[src/hdl/hrld_pkg.sv]
// hrld_pkg: shared constants for the http request line detector
// holds method word patterns, register indexes and reset values
// no dependencies
`default_nettype none

package hrld_pkg;

  // widths of the item fields and registers
  localparam int BYTE_W      = 8;
  localparam int PAYLOAD_W   = 11;
  localparam int MIN_LINE_W  = 8;
  localparam int LINE_CNT_W  = 9;
  localparam int CFG_DATA_W  = 11;
  localparam int CFG_INDEX_W = 2;
  localparam int WINDOW_W    = 56;
  localparam int RECENT_W    = 48;

  // default first line limit
  localparam int LINE_LIMIT_DEFAULT = 256;

  // register indexes
  localparam logic [CFG_INDEX_W-1:0] REG_MIN_PAYLOAD = 2'd0;
  localparam logic [CFG_INDEX_W-1:0] REG_MIN_LINE    = 2'd1;

  // register reset values
  localparam logic [PAYLOAD_W-1:0]  MIN_PAYLOAD_RESET = 11'd16;
  localparam logic [MIN_LINE_W-1:0] MIN_LINE_RESET    = 8'd12;

  // special byte codes
  localparam logic [BYTE_W-1:0] CHAR_CR  = 8'h0d;
  localparam logic [BYTE_W-1:0] CHAR_LF  = 8'h0a;
  localparam logic [BYTE_W-1:0] CHAR_NUL = 8'h00;
  localparam logic [BYTE_W-1:0] CHAR_UA  = 8'h41;
  localparam logic [BYTE_W-1:0] CHAR_UZ  = 8'h5a;

  // method words, right aligned, last letter in the low byte
  localparam int NUM_WORDS = 8;
  localparam logic [WINDOW_W-1:0] WORD_TEXT [NUM_WORDS] = '{
    WINDOW_W'("get"),
    WINDOW_W'("post"),
    WINDOW_W'("head"),
    WINDOW_W'("put"),
    WINDOW_W'("delete"),
    WINDOW_W'("options"),
    WINDOW_W'("trace"),
    WINDOW_W'("connect")
  };
  localparam int WORD_LEN [NUM_WORDS] = '{3, 4, 4, 3, 6, 7, 5, 7};

endpackage

`default_nettype wire

[src/hdl/hrld_match.sv]
// hrld_match: compares the seven byte window against the method words
// depends on hrld_pkg for the word patterns and lengths
`default_nettype none

module hrld_match
  import hrld_pkg::*;
(
  input  wire logic [WINDOW_W-1:0] window,
  output logic                     hit
);

  // one compare per word, only the word's own bytes take part
  always_comb begin
    logic [WINDOW_W-1:0] mask;
    hit = 1'b0;
    for (int k = 0; k < NUM_WORDS; k++) begin
      mask = ({WINDOW_W{1'b1}} >> (WINDOW_W - BYTE_W * WORD_LEN[k]));
      if ((window & mask) == WORD_TEXT[k]) begin
        hit = 1'b1;
      end
    end
  end

endmodule

`default_nettype wire

[src/hdl/http_request_line_detector.sv]
// http_request_line_detector: top level of the request line detector
// depends on hrld_pkg and hrld_match
//
// Usage: payload bytes enter on the input channel (data_byte, last_byte) under
// in_valid/in_stall, one transfer per byte. A byte with last_byte set ends the
// packet and produces one result transfer on the output channel (is_request)
// under out_valid/out_stall; other bytes produce nothing. The limits
// min_payload_bytes and min_line_bytes are written through cfg_we, cfg_index
// and cfg_data; the user must write them only while the block is idle, which it does not enforce.
// Timing: a byte taken sits in the input register and is evaluated there; when
// it moves on, a last byte loads the output register, which holds the result
// until it transfers.
// Throughput is one byte per cycle while no last byte waits on a stalled result;
// the per-byte state update (window compare and counters) is combinational.
// Reset clears all packet state, empties both registers and loads the limit
// defaults (16 and 12). While out_stall holds a result, non-last bytes keep
// flowing; a further last byte waits in the input register and in_stall rises.
`default_nettype none

module http_request_line_detector
  import hrld_pkg::*;
#(
  parameter int LINE_LIMIT = LINE_LIMIT_DEFAULT
) (
  input  wire logic                   clk,
  input  wire logic                   rst,
  // configuration write port
  input  wire logic                   cfg_we,
  input  wire logic [CFG_INDEX_W-1:0] cfg_index,
  input  wire logic [CFG_DATA_W-1:0]  cfg_data,
  // input channel
  input  wire logic                   in_valid,
  output logic                        in_stall,
  input  wire logic [BYTE_W-1:0]      data_byte,
  input  wire logic                   last_byte,
  // output channel
  output logic                        out_valid,
  input  wire logic                   out_stall,
  output logic                        is_request
);

  localparam int POS_W = $clog2(LINE_LIMIT + 1);
  localparam logic [POS_W-1:0] POS_SEARCH_END = POS_W'(LINE_LIMIT - 1);
  localparam logic [POS_W-1:0] POS_LINE_END   = POS_W'(LINE_LIMIT);

  typedef enum logic [1:0] {
    PH_LINE,
    PH_CRLF,
    PH_DONE
  } phase_t;

  // configuration registers
  logic [PAYLOAD_W-1:0]  min_payload_bytes;
  logic [MIN_LINE_W-1:0] min_line_bytes;

  // input register
  logic              s1_valid;
  logic [BYTE_W-1:0] s1_byte;
  logic              s1_last;
  logic              s1_go;

  // packet state
  logic [RECENT_W-1:0]   recent_bytes, recent_bytes_next;
  logic [PAYLOAD_W-1:0]  payload_count, payload_count_next;
  logic [LINE_CNT_W-1:0] line_count, line_count_next;
  phase_t                line_phase, line_phase_next;
  logic                  word_hit, word_hit_next;
  logic                  nul_seen, nul_seen_next;
  logic [POS_W-1:0]      line_pos, line_pos_next;

  logic              crlf;
  logic [BYTE_W-1:0] folded;
  logic              match_hit;
  logic              result_next;

  // configuration writes
  always_ff @(posedge clk) begin
    if (rst) begin
      min_payload_bytes <= MIN_PAYLOAD_RESET;
      min_line_bytes    <= MIN_LINE_RESET;
    end else if (cfg_we) begin
      case (cfg_index)
        REG_MIN_PAYLOAD: min_payload_bytes <= cfg_data;
        REG_MIN_LINE:    min_line_bytes    <= cfg_data[MIN_LINE_W-1:0];
        default:         ;
      endcase
    end
  end

  // a byte moves on unless it is last and the result slot is full and stalled
  assign s1_go    = s1_valid && (!s1_last || !out_valid || !out_stall);
  assign in_stall = s1_valid && !s1_go;

  // input register
  always_ff @(posedge clk) begin
    if (rst) begin
      s1_valid <= 1'b0;
    end else if (in_valid && !in_stall) begin
      s1_valid <= 1'b1;
    end else if (s1_go) begin
      s1_valid <= 1'b0;
    end
  end

  always_ff @(posedge clk) begin
    if (in_valid && !in_stall) begin
      s1_byte <= data_byte;
      s1_last <= last_byte;
    end
  end

  // fold upper case letters
  assign crlf   = (s1_byte == CHAR_CR) || (s1_byte == CHAR_LF);
  assign folded = (s1_byte >= CHAR_UA && s1_byte <= CHAR_UZ) ? (s1_byte | 8'h20) : s1_byte;

  hrld_match u_match (
    .window ({recent_bytes, folded}),
    .hit    (match_hit)
  );

  // per byte state update
  always_comb begin
    recent_bytes_next  = recent_bytes;
    word_hit_next      = word_hit;
    nul_seen_next      = nul_seen;
    line_pos_next      = line_pos;
    line_phase_next    = line_phase;
    line_count_next    = line_count;
    payload_count_next = payload_count;
    if (payload_count != {PAYLOAD_W{1'b1}}) begin
      payload_count_next = payload_count + 1'b1;
    end
    case (line_phase)
      PH_LINE: begin
        if (line_count != {LINE_CNT_W{1'b1}}) begin
          line_count_next = line_count + 1'b1;
        end
        if (crlf) begin
          line_phase_next = PH_CRLF;
        end else begin
          if (line_pos < POS_SEARCH_END && !nul_seen) begin
            if (s1_byte == CHAR_NUL) begin
              nul_seen_next = 1'b1;
            end else begin
              recent_bytes_next = {recent_bytes[RECENT_W-BYTE_W-1:0], folded};
              word_hit_next     = word_hit || match_hit;
            end
          end
          line_pos_next = line_pos + 1'b1;
          if (line_pos_next >= POS_LINE_END) begin
            line_phase_next = PH_CRLF;
          end
        end
      end
      PH_CRLF: begin
        if (crlf) begin
          if (line_count != {LINE_CNT_W{1'b1}}) begin
            line_count_next = line_count + 1'b1;
          end
        end else begin
          line_phase_next = PH_DONE;
        end
      end
      default: ;
    endcase
  end

  assign result_next = (payload_count_next > min_payload_bytes) &&
                       (line_count_next > {1'b0, min_line_bytes}) && word_hit_next;

  // packet state registers, cleared after the last byte
  always_ff @(posedge clk) begin
    if (rst || (s1_go && s1_last)) begin
      recent_bytes  <= '0;
      payload_count <= '0;
      line_count    <= '0;
      line_phase    <= PH_LINE;
      word_hit      <= 1'b0;
      nul_seen      <= 1'b0;
      line_pos      <= '0;
    end else if (s1_go) begin
      recent_bytes  <= recent_bytes_next;
      payload_count <= payload_count_next;
      line_count    <= line_count_next;
      line_phase    <= line_phase_next;
      word_hit      <= word_hit_next;
      nul_seen      <= nul_seen_next;
      line_pos      <= line_pos_next;
    end
  end

  // result register
  always_ff @(posedge clk) begin
    if (rst) begin
      out_valid <= 1'b0;
    end else if (s1_go && s1_last) begin
      out_valid <= 1'b1;
    end else if (!out_stall) begin
      out_valid <= 1'b0;
    end
  end

  always_ff @(posedge clk) begin
    if (s1_go && s1_last) begin
      is_request <= result_next;
    end
  end

`ifndef SYNTHESIS
  // a result only appears after a last byte was evaluated
  assert property (@(posedge clk) disable iff (rst)
    $rose(out_valid) |-> $past(s1_valid && s1_last))
    else $error("result without a last byte");

  // no method word hit means no request
  assert property (@(posedge clk) disable iff (rst)
    (s1_go && s1_last && !word_hit_next) |=> !is_request)
    else $error("request flagged without a word hit");

  // packet state is cleared after the last byte
  assert property (@(posedge clk) disable iff (rst)
    (s1_go && s1_last) |=> (payload_count == '0 && line_count == '0 && !word_hit))
    else $error("packet state not cleared");

  // line position never passes the line limit
  assert property (@(posedge clk) disable iff (rst)
    line_pos <= POS_LINE_END)
    else $error("line position beyond limit");
`endif

endmodule

`default_nettype wire

[config.mk]
export PLATFORM = sky130hd
export DESIGN_NAME = http_request_line_detector
export DESIGN_NICKNAME = d
export VERILOG_FILES = /design/src/hdl/hrld_pkg.sv /design/src/hdl/hrld_match.sv /design/src/hdl/http_request_line_detector.sv
export SDC_FILE = /design/constraint.sdc
export NUM_CORES = 1
export LEC_CHECK = 0
export CELL_PAD_IN_SITES_DETAIL_PLACEMENT = 0
export CELL_PAD_IN_SITES_GLOBAL_PLACEMENT = 1
export CORE_MARGIN = 8
export CORE_UTILIZATION = 45
export DETAILED_ROUTE_END_ITERATION = 16
export DONT_BUFFER_PORTS = 1
export GPL_TIMING_DRIVEN = 0
export PLACE_DENSITY_LB_ADDON = 0.1
export RECOVER_POWER = 50
export SETUP_SLACK_MARGIN = 0.1
export SYNTH_ARGS = -nofsm -noshare
export SYNTH_HDL_FRONTEND = slang
export SYNTH_HIERARCHICAL = 1
export SYNTH_SLANG_ARGS = --single-unit
[constraint.sdc]
create_clock -name clk -period 3.4 [get_ports clk]
set_clock_uncertainty 0.2 [all_clocks]
set_input_delay 0.34 -clock clk [delete_from_list [all_inputs] [get_ports clk]]
set_output_delay 0.34 -clock clk [all_outputs]
set_load 0.1 [all_outputs]
; Yosys cells after proc, flatten, opt, wreduce, memory -nomap -nowiden
; Index checks and enable logic that the tools add are counted.
[op_classes]
add_sub_neg = 3
multipliers = 0
div_mod_pow = 0
order_cmp = 6
eq_ne = 17
shifts = 0
muxes = 25
n_bitwise = 2
reduce_logical = 30
[op_table]
columns = cell, count
row1 = "== test 56 x 55 -> 1 bit, second input constant", 2
row2 = "== test 32 x 31 -> 1 bit, second input constant", 2
row3 = "== test 24 x 23 -> 1 bit, second input constant", 2
row4 = "== test 48 x 47 -> 1 bit, second input constant", 1
row5 = "== test 40 x 39 -> 1 bit, second input constant", 1
row6 = "adder 9 x 1 -> 9 bit, second input constant", 2
row7 = 2-to-1 mux 9 bit, 2
row8 = one-hot mux 9 bit (2 select lines), 1
row9 = "== test 8 x 4 -> 1 bit, second input constant", 2
row10 = 2-to-1 mux 1 bit, 16
row11 = "adder 11 x 1 -> 11 bit, second input constant", 1
row12 = > comparator 11 bit, 1
row13 = 2-to-1 mux 11 bit, 1
row14 = "inequality test 11 bit, second input constant", 1
row15 = AND reduction 5 bit, 2
row16 = ">= comparator 9 bit, second input constant", 1
row17 = > comparator 9 x 8 -> 1 bit, 1
row18 = "< comparator 9 x 8 -> 1 bit, second input constant", 1
row19 = "inequality test 9 bit, second input constant", 1
row20 = ">= comparator 8 x 7 -> 1 bit, second input constant", 1
row21 = "<= comparator 8 x 7 -> 1 bit, second input constant", 1
row22 = logical AND 1 bit, 8
row23 = zero test 8 bit, 1
row24 = zero test 1 bit, 6
row25 = other kinds (14), 25
[totals]
reg_bits = 112
latch_bits = 0
mem_bits_rw = 0
mem_bits_ro = 0
mem_count = 0

; Logic depth before layout (Yosys ltp)
; Gate-level depths: netlist of the first run.
[logic_depth]
depth_word = 18
mapped_depth = 13
mapped_depth_nobuf = 12

; Modules after synthesis
; Netlist of the first run, hierarchy kept.
[by_module_without_submodules]
columns = mod, n_inst, cells_each, area_each_um2
row1 = http_request_line_detector, 1, 552, 5114.9
row2 = hrld_match, 1, 66, 475.5

; Least setup slack after synthesis of the first run
; OpenSTA, ideal clock, no wires.
[synth_path]
path_kind = reg2reg
startpoint = register out_valid
endpoint = register s1_byte[0] (enable)
t_arrival_ns = 2.982
t_required_ns = 2.807
path_slack_ns = -0.176
path_stages_with_launch = 4
synth_period_minus_slack_ns = 3.576
cell_sequence = dfxtp_1 > nand2_1 > nor2_1 > nor2b_1
[synth_between]
elab_chain_len = 8
[synth_rtl]
columns = item, line
row1 = start: declaration, http_request_line_detector.sv:37  ; output logic out_valid,
row2 = start signal: assignment, http_request_line_detector.sv:195  ; out_valid <= 1'b0;
row3 = start signal: assignment, http_request_line_detector.sv:197  ; out_valid <= 1'b1;
row4 = start signal: assignment, http_request_line_detector.sv:199  ; out_valid <= 1'b0;
row5 = zero test 1 bit, http_request_line_detector.sv:91  ; assign s1_go = s1_valid && (!s1_last || !out_valid || !out_stall);
row6 = logical OR 1 bit (2 in a row), http_request_line_detector.sv:91
row7 = logical AND 1 bit, http_request_line_detector.sv:91
row8 = zero test 1 bit, http_request_line_detector.sv:92  ; assign in_stall = s1_valid && !s1_go;
row9 = logical AND 1 bit, http_request_line_detector.sv:92
row10 = net in_stall, http_request_line_detector.sv:33  ; output logic in_stall,
row11 = zero test 1 bit, http_request_line_detector.sv:106  ; if (in_valid && !in_stall) begin
row12 = logical AND 1 bit, http_request_line_detector.sv:106
row13 = end signal: assignment, http_request_line_detector.sv:107  ; s1_byte <= data_byte;
row14 = end: declaration, http_request_line_detector.sv:58  ; logic [BYTE_W-1:0] s1_byte;
; The timed path passes the listed nets, and every way through them passes these cells.
; A chain may end at the register's enable or synchronous reset.

; Worst setup path in the final report of the first run
[layout_path]
startpoint = register out_valid
endpoint = register s1_byte[1] (enable)
; Same word-level chain as after synthesis.

==> results by group, run 1 <==
Status
  – Outcome: completed

Global route
  – Global-route wire length before repair: between 20000 and 25000 um
  – Gr usage total: 0.1703
  – Total grt overflow: 0
  – Initial antenna violation count: 0
  – Number of global-route vias before repair: 4351
  – Largest net degree at the start of global routing: 18

Clock tree
  – Clock buffer depth: 2
  – CTS tree: built
  – Clock slew at the register clock pins of the worst setup and hold paths: about 0.070 ns
  – Clock latency on the worst-skew pair: 0.36 ns
  – Root Buffer: clkbuf_16
  – H-tree depth: 3
  – Clock buffer count from CTS: 9
  – # clock sinks: around 110

Pwr
  – PwrDens: 415.3 nW/um2
  – Switching share of power: 0.2452
  – Final Power: 2.696 mW
  – Sw Pwr: 0.6610 mW
  – Power share of the clock group: 0.392
  – Register share of total power: 0.518
  – Logic pwr share: 0.090
  – Max rail drop VDD: 0.3560 mV
  – Design internal power: between 2 and 2.5 mW
  – Leakage power: 2.455 nW

STA
  – Least-Margin Pin Slew: 1.157 ns
  – Period utilisation layout: 0.9544
  – Fmax: 308.2 MHz
  – Unrepaired setup endpoints after global routing: true
  – Final setup violation count: 0
  – Min Tclk post-route: 3.245 ns
  – Final hold viol count: 0
  – Relative slew slack: 0.2280
  – Final Max Slew Viols: 0

Placed design
  – RePlAce Congestion: between 0.8 and 0.9
  – Port bufs: 0
  – Placed inst area: 5803 um2
  – Placed insts: 786
  – Post-DP HPWL: 9770 um

Routing
  – DR vias: about 4600
  – WL final: approximately 13000 um
  – Drt first-iter violations: 277
  – First-pass DRT Iterations: 5
  – Via/cell ratio: 5.472
  – Drc violations: 0
  – Drt wl/cell: 16.15 um
  – Routed Antenna Nets: 0

Layout
  – Multi-input gate area: about 3100 um2
  – Fill cell count: 1152
  – Area delta synth->final: 16.11%
  – Storage cell area: ~2300 um2
  – Final Instance Count excl. Fillers: 834
  – Ant diodes: 0
  – Nets@finish: 710
  – Share of cells above drive strength 1: 0.08408
  – Post-route cell area: 6491 um2

Critical path
  – Slowest-stage cell, CP: dfxtp_1
  – Worst reg2reg path startpoint: out_valid$_SDFFE_PP0P_
  – Crit Path Category: register to register
  – FF-to-FF End: s1_byte[1]$_DFFE_PP_
  – Setup crit start kind: register
  – Largest fanout on the critical path: 9
  – Critical-path cell list: nand2_1 -> nor2_2 -> nor2b_1
  – Critical path endpoint category: register
  – FF-to-FF path depth: 3
  – CP required: around 3.2 ns
  – Reg2reg setup slack: approximately 0.15 ns
  – CP max stage delay: 0.99 ns
  – Critical path arrival: ~3 ns

Yosys
  – Synth Cell Area: 5590 um2
  – EDFF count, synth: 10
  – Count of cell types in the netlist: 62
  – Post-synth top cells: nor2_1 (115), dfxtp_1 (102), mux2i_1 (55)
  – Sequential element share of the synthesized area: 0.4190
  – Synth Net Count: 667
  – Top FF cell, synth: dfxtp_1
  – Largest area contributor in the netlist: dfxtp_1
  – Syn_area_per_cell: between 9 and 10 um2
  – Count leader, synth: nor2_1
  – Largest cells by area after synthesis: dfxtp_1 (37%), mux2i_1 (9.8%), nor2_1 (7.7%)
  – Post-Synthesis Cells: 618
  – Synthesized flop and latch total: 112
  – Number of warnings issued by yosys: 6
  – Yosys top cell area share: 0.3653
  – Post-synth ARST share: 0

Floorplan
  – Die area: 16250 um2
  – Chip width: 127.5 um
  – Die span in y: 127.5 um
  – Cell row count: 40
  – Core Area: 12060 um2
  – # IOs: 30
  – Initial core utilization: 0.4635

Hold path
  – Hold crit path type: primary input to register
  – Hold Path Sink: min_payload_bytes[4]$_SDFFE_PP1P_
  – Hold Startpoint: cfg_index[0]
  – Hold depth: 3

Job
  – MaxCap Viol Count: 0
power by group through the flow:
stage / logic (mW) / clock network [mW] / registers (mW)
global route: 0.269 / 1.13 / 1.40
floorplan: 0.158 / 0 / 1.42
detailed placement: 0.200 / 0 / 1.43
finish: 0.242 / 1.06 / 1.40
CTS: 0.230 / 1.09 / 1.40
global placement: 0.194 / 0 / 1.43
how the worst max path moves through the flow:
stage / startpoint / to / slack [ns]
after floorplan: s1_byte[4]$_DFFE_PP_ / is_request$_DFFE_PP_ / 0.30
final: out_valid$_SDFFE_PP0P_ / s1_byte[1]$_DFFE_PP_ / 0.15
after global routing: s1_byte[1]$_DFFE_PP_ / is_request$_DFFE_PP_ / 0.06
after CTS: s1_byte[5]$_DFFE_PP_ / is_request$_DFFE_PP_ / 0.11
after global placement: line_count[0]$_SDFFE_PP0P_ / is_request$_DFFE_PP_ / -0.13
after detailed placement: line_count[0]$_SDFFE_PP0P_ / is_request$_DFFE_PP_ / -0.15
placed cells by master (no fill, tap or decap), drive strengths merged, types with 4 or more instances in the layout:
master,synthesis,layout
nor4bb,7,7
clkinv,0,4
nor4,9,9
inv,22,22
nor3b,5,5
nand2,33,33
nand2b,4,4
nor3,10,10
xor2,12,12
a211oi,5,5
dfxtp,102,102
and3b,4,4
buf,8,19
dlygate4sd3,0,24
and3,4,4
or3,4,4
ha,22,22
xnor2,16,16
nand4,16,16
mux2i,55,55
nor2,115,115
or4,4,4
clkbuf,18,25
a21oi,35,35
edfxtp,10,10
nand3,21,21
o21ai,16,16
nor4b,6,6
routing by layer:
metal | track usage | up-vias | share of wire
li1 | - | 2287 | -
met2 | 0.2549 | 86 | 0.44
met1 | 0.2338 | 2181 | 0.50
met3 | 0.04700 | 10 | 0.045
met5 | 0 | - | 0
met4 | 0.04759 | 0 | 0.0092
metrics by stage:
stage          TNS [ns]  utilization  hold slack [ns]  setup slack (ns)
3_3_place_gp    -0.1271       0.4811           0.2389           -0.1271
4_1_cts               0       0.5284          0.01499            0.1133
2_1_floorplan         0            -           0.2310            0.3024
3_5_place_dp    -0.1548       0.4811           0.2389           -0.1548
5_1_grt               0       0.5382          0.06617           0.05935
6_report              0       0.5382          0.04028            0.1550
what timing repair did:
action / 4_1_cts / 5_1_grt
endpoints found under the hold margin: 30 / 0
gates resized for setup: 8 / 24
endpoints found under the setup margin: 1 / 10
pin swaps: 1 / 10
setup buffers: 2 / 7
hold buffers: 24 / 0
sequential cells by signal, indices dropped and copies added, names as in the netlist:
| register | flops |
|---|---|
| out_valid | 1 |
| is_request | 1 |
| s1_byte | 8 |
| payload_count | 11 |
| line_pos | 9 |
| s1_valid | 1 |
| min_payload_bytes | 11 |
| s1_last | 1 |
| nul_seen | 1 |
| word_hit | 1 |
| min_line_bytes | 8 |
| line_count | 9 |
| line_phase | 2 |
| recent_bytes | 48 |
kinds of logic (layout without fill, tap and decap cells):
logic type                 Yosys count  count (layout)  synth area share
DFF                                112             112            0.4190
buffers and inverters               48              96           0.03738
AOI/OAI and AO/OA                   83              83           0.09580
and+or+nand+nor                    268             268            0.2522
muxes                               57              57            0.1025
adders and majority gates           22              22           0.04924
xor gates and xnor gates            28              28           0.04387
area by class of cell:
type	count	area share
clock inverters	6	0.009252
repair buffers	33	0.04742
inverters	22	0.01272
well taps	168	0.03238
flip-flops and latches	112	0.3620
multi-input cells	458	0.4813
clock buffers	10	0.03527
plain buffers	25	0.01966
worst max-delay path: cells and delay by family (launching register included):
kind / cells / cell delay [ns]
DFF: 1 / 0.99
and+or+nand+nor: 3 / 1.68
(Power assumes the default switching activity.)
==> run 2, diff against run 1 <==
--- a/config.mk
+++ b/config.mk
@@ -11,7 +11,7 @@
 export CORE_UTILIZATION = 45
 export DETAILED_ROUTE_END_ITERATION = 16
 export DONT_BUFFER_PORTS = 1
-export GPL_TIMING_DRIVEN = 0
+export GPL_TIMING_DRIVEN = 1
 export PLACE_DENSITY_LB_ADDON = 0.1
 export RECOVER_POWER = 50
 export SETUP_SLACK_MARGIN = 0.1
==> run 2 against run 1 <==
Net effect:
- first-iteration DRC count increased by 34%
- sequential power about the same
- fmax increased by 3.5%
- flip-flop and latch count unchanged
- setup slack improved by 0.11 ns
- power decreased by 2.1%
- combinational power decreased by 4%
- global-route usage decreased by 0.64 points
- largest cell class unchanged
- largest power group unchanged
==> results by group, run 2 (same netlist as run 1, synthesis figures left out) <==
Status
  – Outcome: completed (unchanged)

Layout
  – Storage cell area: 2342 um2 (was 2350 um2)
  – Max FFs per register: 48 (unchanged)
  – Ant diodes: 0 (unchanged)
  – Reg with most FFs: recent_bytes (unchanged)
  – Fill cell count: 1134 (was 1152)
  – Area delta synth->final: 14.35% (was 16.11%)
  – Share of cells above drive strength 1: 0.07834 (was 0.08408)
  – Most common cell after layout, fill and taps aside: nor2_1 (unchanged)
  – Final core utilization: 0.5300 (was 0.5382)
  – Regs by FF count: recent_bytes x48, min_payload_bytes x11, payload_count x11 (unchanged)
  – Final Instance Count excl. Fillers: 819 (was 834)
  – Nets@finish: 695 (was 710)
  – Multi-input gate area: 3089 um2 (was 3124 um2)
  – Most frequent cells in the layout: nor2_1 (114), dfxtp_1 (102), mux2i_1 (55) (was nor2_1 (112), dfxtp_1 (98), mux2i_1 (55))

Routing
  – Via/cell ratio: 5.488 (was 5.472)
  – Drt first-iter violations: 371 (was 277)
  – Routed Antenna Nets: 0 (unchanged)
  – Drt wl/cell: 15.76 um (was 16.15 um)
  – DR vias: 4495 (was 4564)
  – WL final: 12910 um (was 13470 um)
  – Drc violations: 0 (unchanged)
  – First-pass DRT Iterations: 5 (unchanged)

Floorplan
  – Die area: 16250 um2 (unchanged)
  – Initial core utilization: 0.4635 (unchanged)
  – Cell row count: 40 (unchanged)
  – # IOs: 30 (unchanged)
  – Chip width: 127.5 um (unchanged)
  – Die span in y: 127.5 um (unchanged)
  – Core Area: 12060 um2 (unchanged)

Global route
  – Number of global-route vias before repair: 4239 (was 4351)
  – Largest net degree at the start of global routing: 50 (was 18)
  – Total grt overflow: 0 (unchanged)
  – Gr usage total: 0.1639 (was 0.1703)
  – Initial antenna violation count: 0 (unchanged)
  – Global-route wire length before repair: 21430 um (was 22110 um)

Critical path
  – Setup crit start kind: register (unchanged)
  – Critical path arrival: 3.05 ns (was 3.04 ns)
  – CP required: 3.32 ns (was 3.19 ns)
  – Worst reg2reg path startpoint: s1_byte[0]$_DFFE_PP_ (was out_valid$_SDFFE_PP0P_)
  – Largest fanout on the critical path: 5 (was 9)
  – Critical path endpoint category: register (unchanged)
  – Critical path origin: s1_byte[0]$_DFFE_PP_ (was out_valid$_SDFFE_PP0P_)
  – Crit Path Category: register to register (unchanged)

Hold path
  – Hold Startpoint: out_stall (was cfg_index[0])
  – Hold crit path type: primary input to register (unchanged)

Clock tree
  – Clock latency on the worst-skew pair: 0.36 ns (about the same)
  – H-tree depth: 3 (unchanged)
  – # clock sinks: 112 (unchanged)
  – Clock slew at the register clock pins of the worst setup and hold paths: 0.07 ns (about the same)
  – Root Buffer: clkbuf_16 (unchanged)
  – Clock buffer count from CTS: 9 (unchanged)
  – CTS tree: built (unchanged)
  – Clock buffer depth: 2 (unchanged)

STA
  – TNS Setup: 0 ns (unchanged)
  – Final setup violation count: 0 (unchanged)
  – Least-Margin Pin Slew: 1.235 ns (was 1.157 ns)
  – Final Max Slew Viols: 0 (unchanged)
  – Unrepaired setup endpoints after global routing: false (was true)
  – WHS: 0.02894 ns (was 0.04028 ns)
  – Min Tclk post-route: 3.135 ns (was 3.245 ns)
  – Relative slew slack: 0.1768 (was 0.2280)
  – Final hold viol count: 0 (unchanged)
  – Period utilisation layout: 0.9220 (was 0.9544)
  – Fmax: 319.0 MHz (was 308.2 MHz)

Pwr
  – Leakage power: 2.449 nW (was 2.455 nW)
  – Max rail drop VDD: 0.3885 mV (was 0.3560 mV)
  – PwrDens: 412.8 nW/um2 (was 415.3 nW/um2)

Placed design
  – Placed insts: 771 (was 786)
  – RePlAce Congestion: 0.8956 (was 0.8671)
  – Port bufs: 0 (unchanged)
  – Post-DP HPWL: 9074 um (was 9770 um)

Job
  – MaxCap Viol Count: 0 (unchanged)
## run 2: routing by layer
| metal | vias to the layer above | global-route usage | wire length, um |
|---|---|---|---|
| li1 | 2259 | - | - |
| met1 | 2117 | 0.2206 | 6332 |
| met2 | 107 | 0.2493 | 5756 |
| met3 | 12 | 0.05033 | 682 |
| met4 | 0 | 0.04059 | 138 |
| met5 | - | 0 | 0 |
## run 2: report_power, final
part           internal [mW]  switching, mW  total [mW]
combinational          0.102          0.131       0.233
sequential              1.36         0.0336        1.39
clock                  0.507          0.507        1.01
## run 2: final cells by class
class,count,share of cell area
clock buffer,9,0.03523
clock inverter,7,0.008808
inverter,22,0.01292
multi-input combinational,458,0.4833
sequential,112,0.3664
tap,168,0.03288
timing repair buffer,43,0.06048
## run 2: final timing paths
| path | end | slack, ns | cells past startpoint |
|---|---|---|---|
| max | is_request$_DFFE_PP_ | 0.27 | 10 |
| min | out_valid$_SDFFE_PP0P_ | 0.03 | 2 |
| max reg2reg | is_request$_DFFE_PP_ | 0.27 | 10 |
| min reg2reg | nul_seen$_SDFFE_PP0P_ | 0.27 | 2 |
## run 2: what timing repair did
action | 4_1_cts | 5_1_grt
buffers inserted | 0 | 9
gates resized for setup | 0 | 10
setup endpoints to repair | 0 | 1
hold buffers | 23 | 0
endpoints found under the hold margin | 30 | 0
## run 2: worst max-delay path, cell delays in order (launching register included)
cell and delay (ns):
edfxtp_1 0.45, or4_4 0.60, o22ai_1 0.17, o21bai_1 0.13, and4b_2 0.26, nand3b_1 0.13
a211oi_1 0.07, a211oi_1 0.32, o2111ai_2 0.20, a41o_1 0.26, o2111a_1 0.12
## run 2: stage by stage
step	power [mW]	setup WS (ns)	instance area (um2)
after global routing	2.755	0.05629	6392
final	2.639	0.2651	6392
after CTS	2.669	0.1237	6289
after global placement	1.614	0.2207	5777
after detailed placement	1.618	0.1416	5777
after floorplan	1.576	0.3024	5593
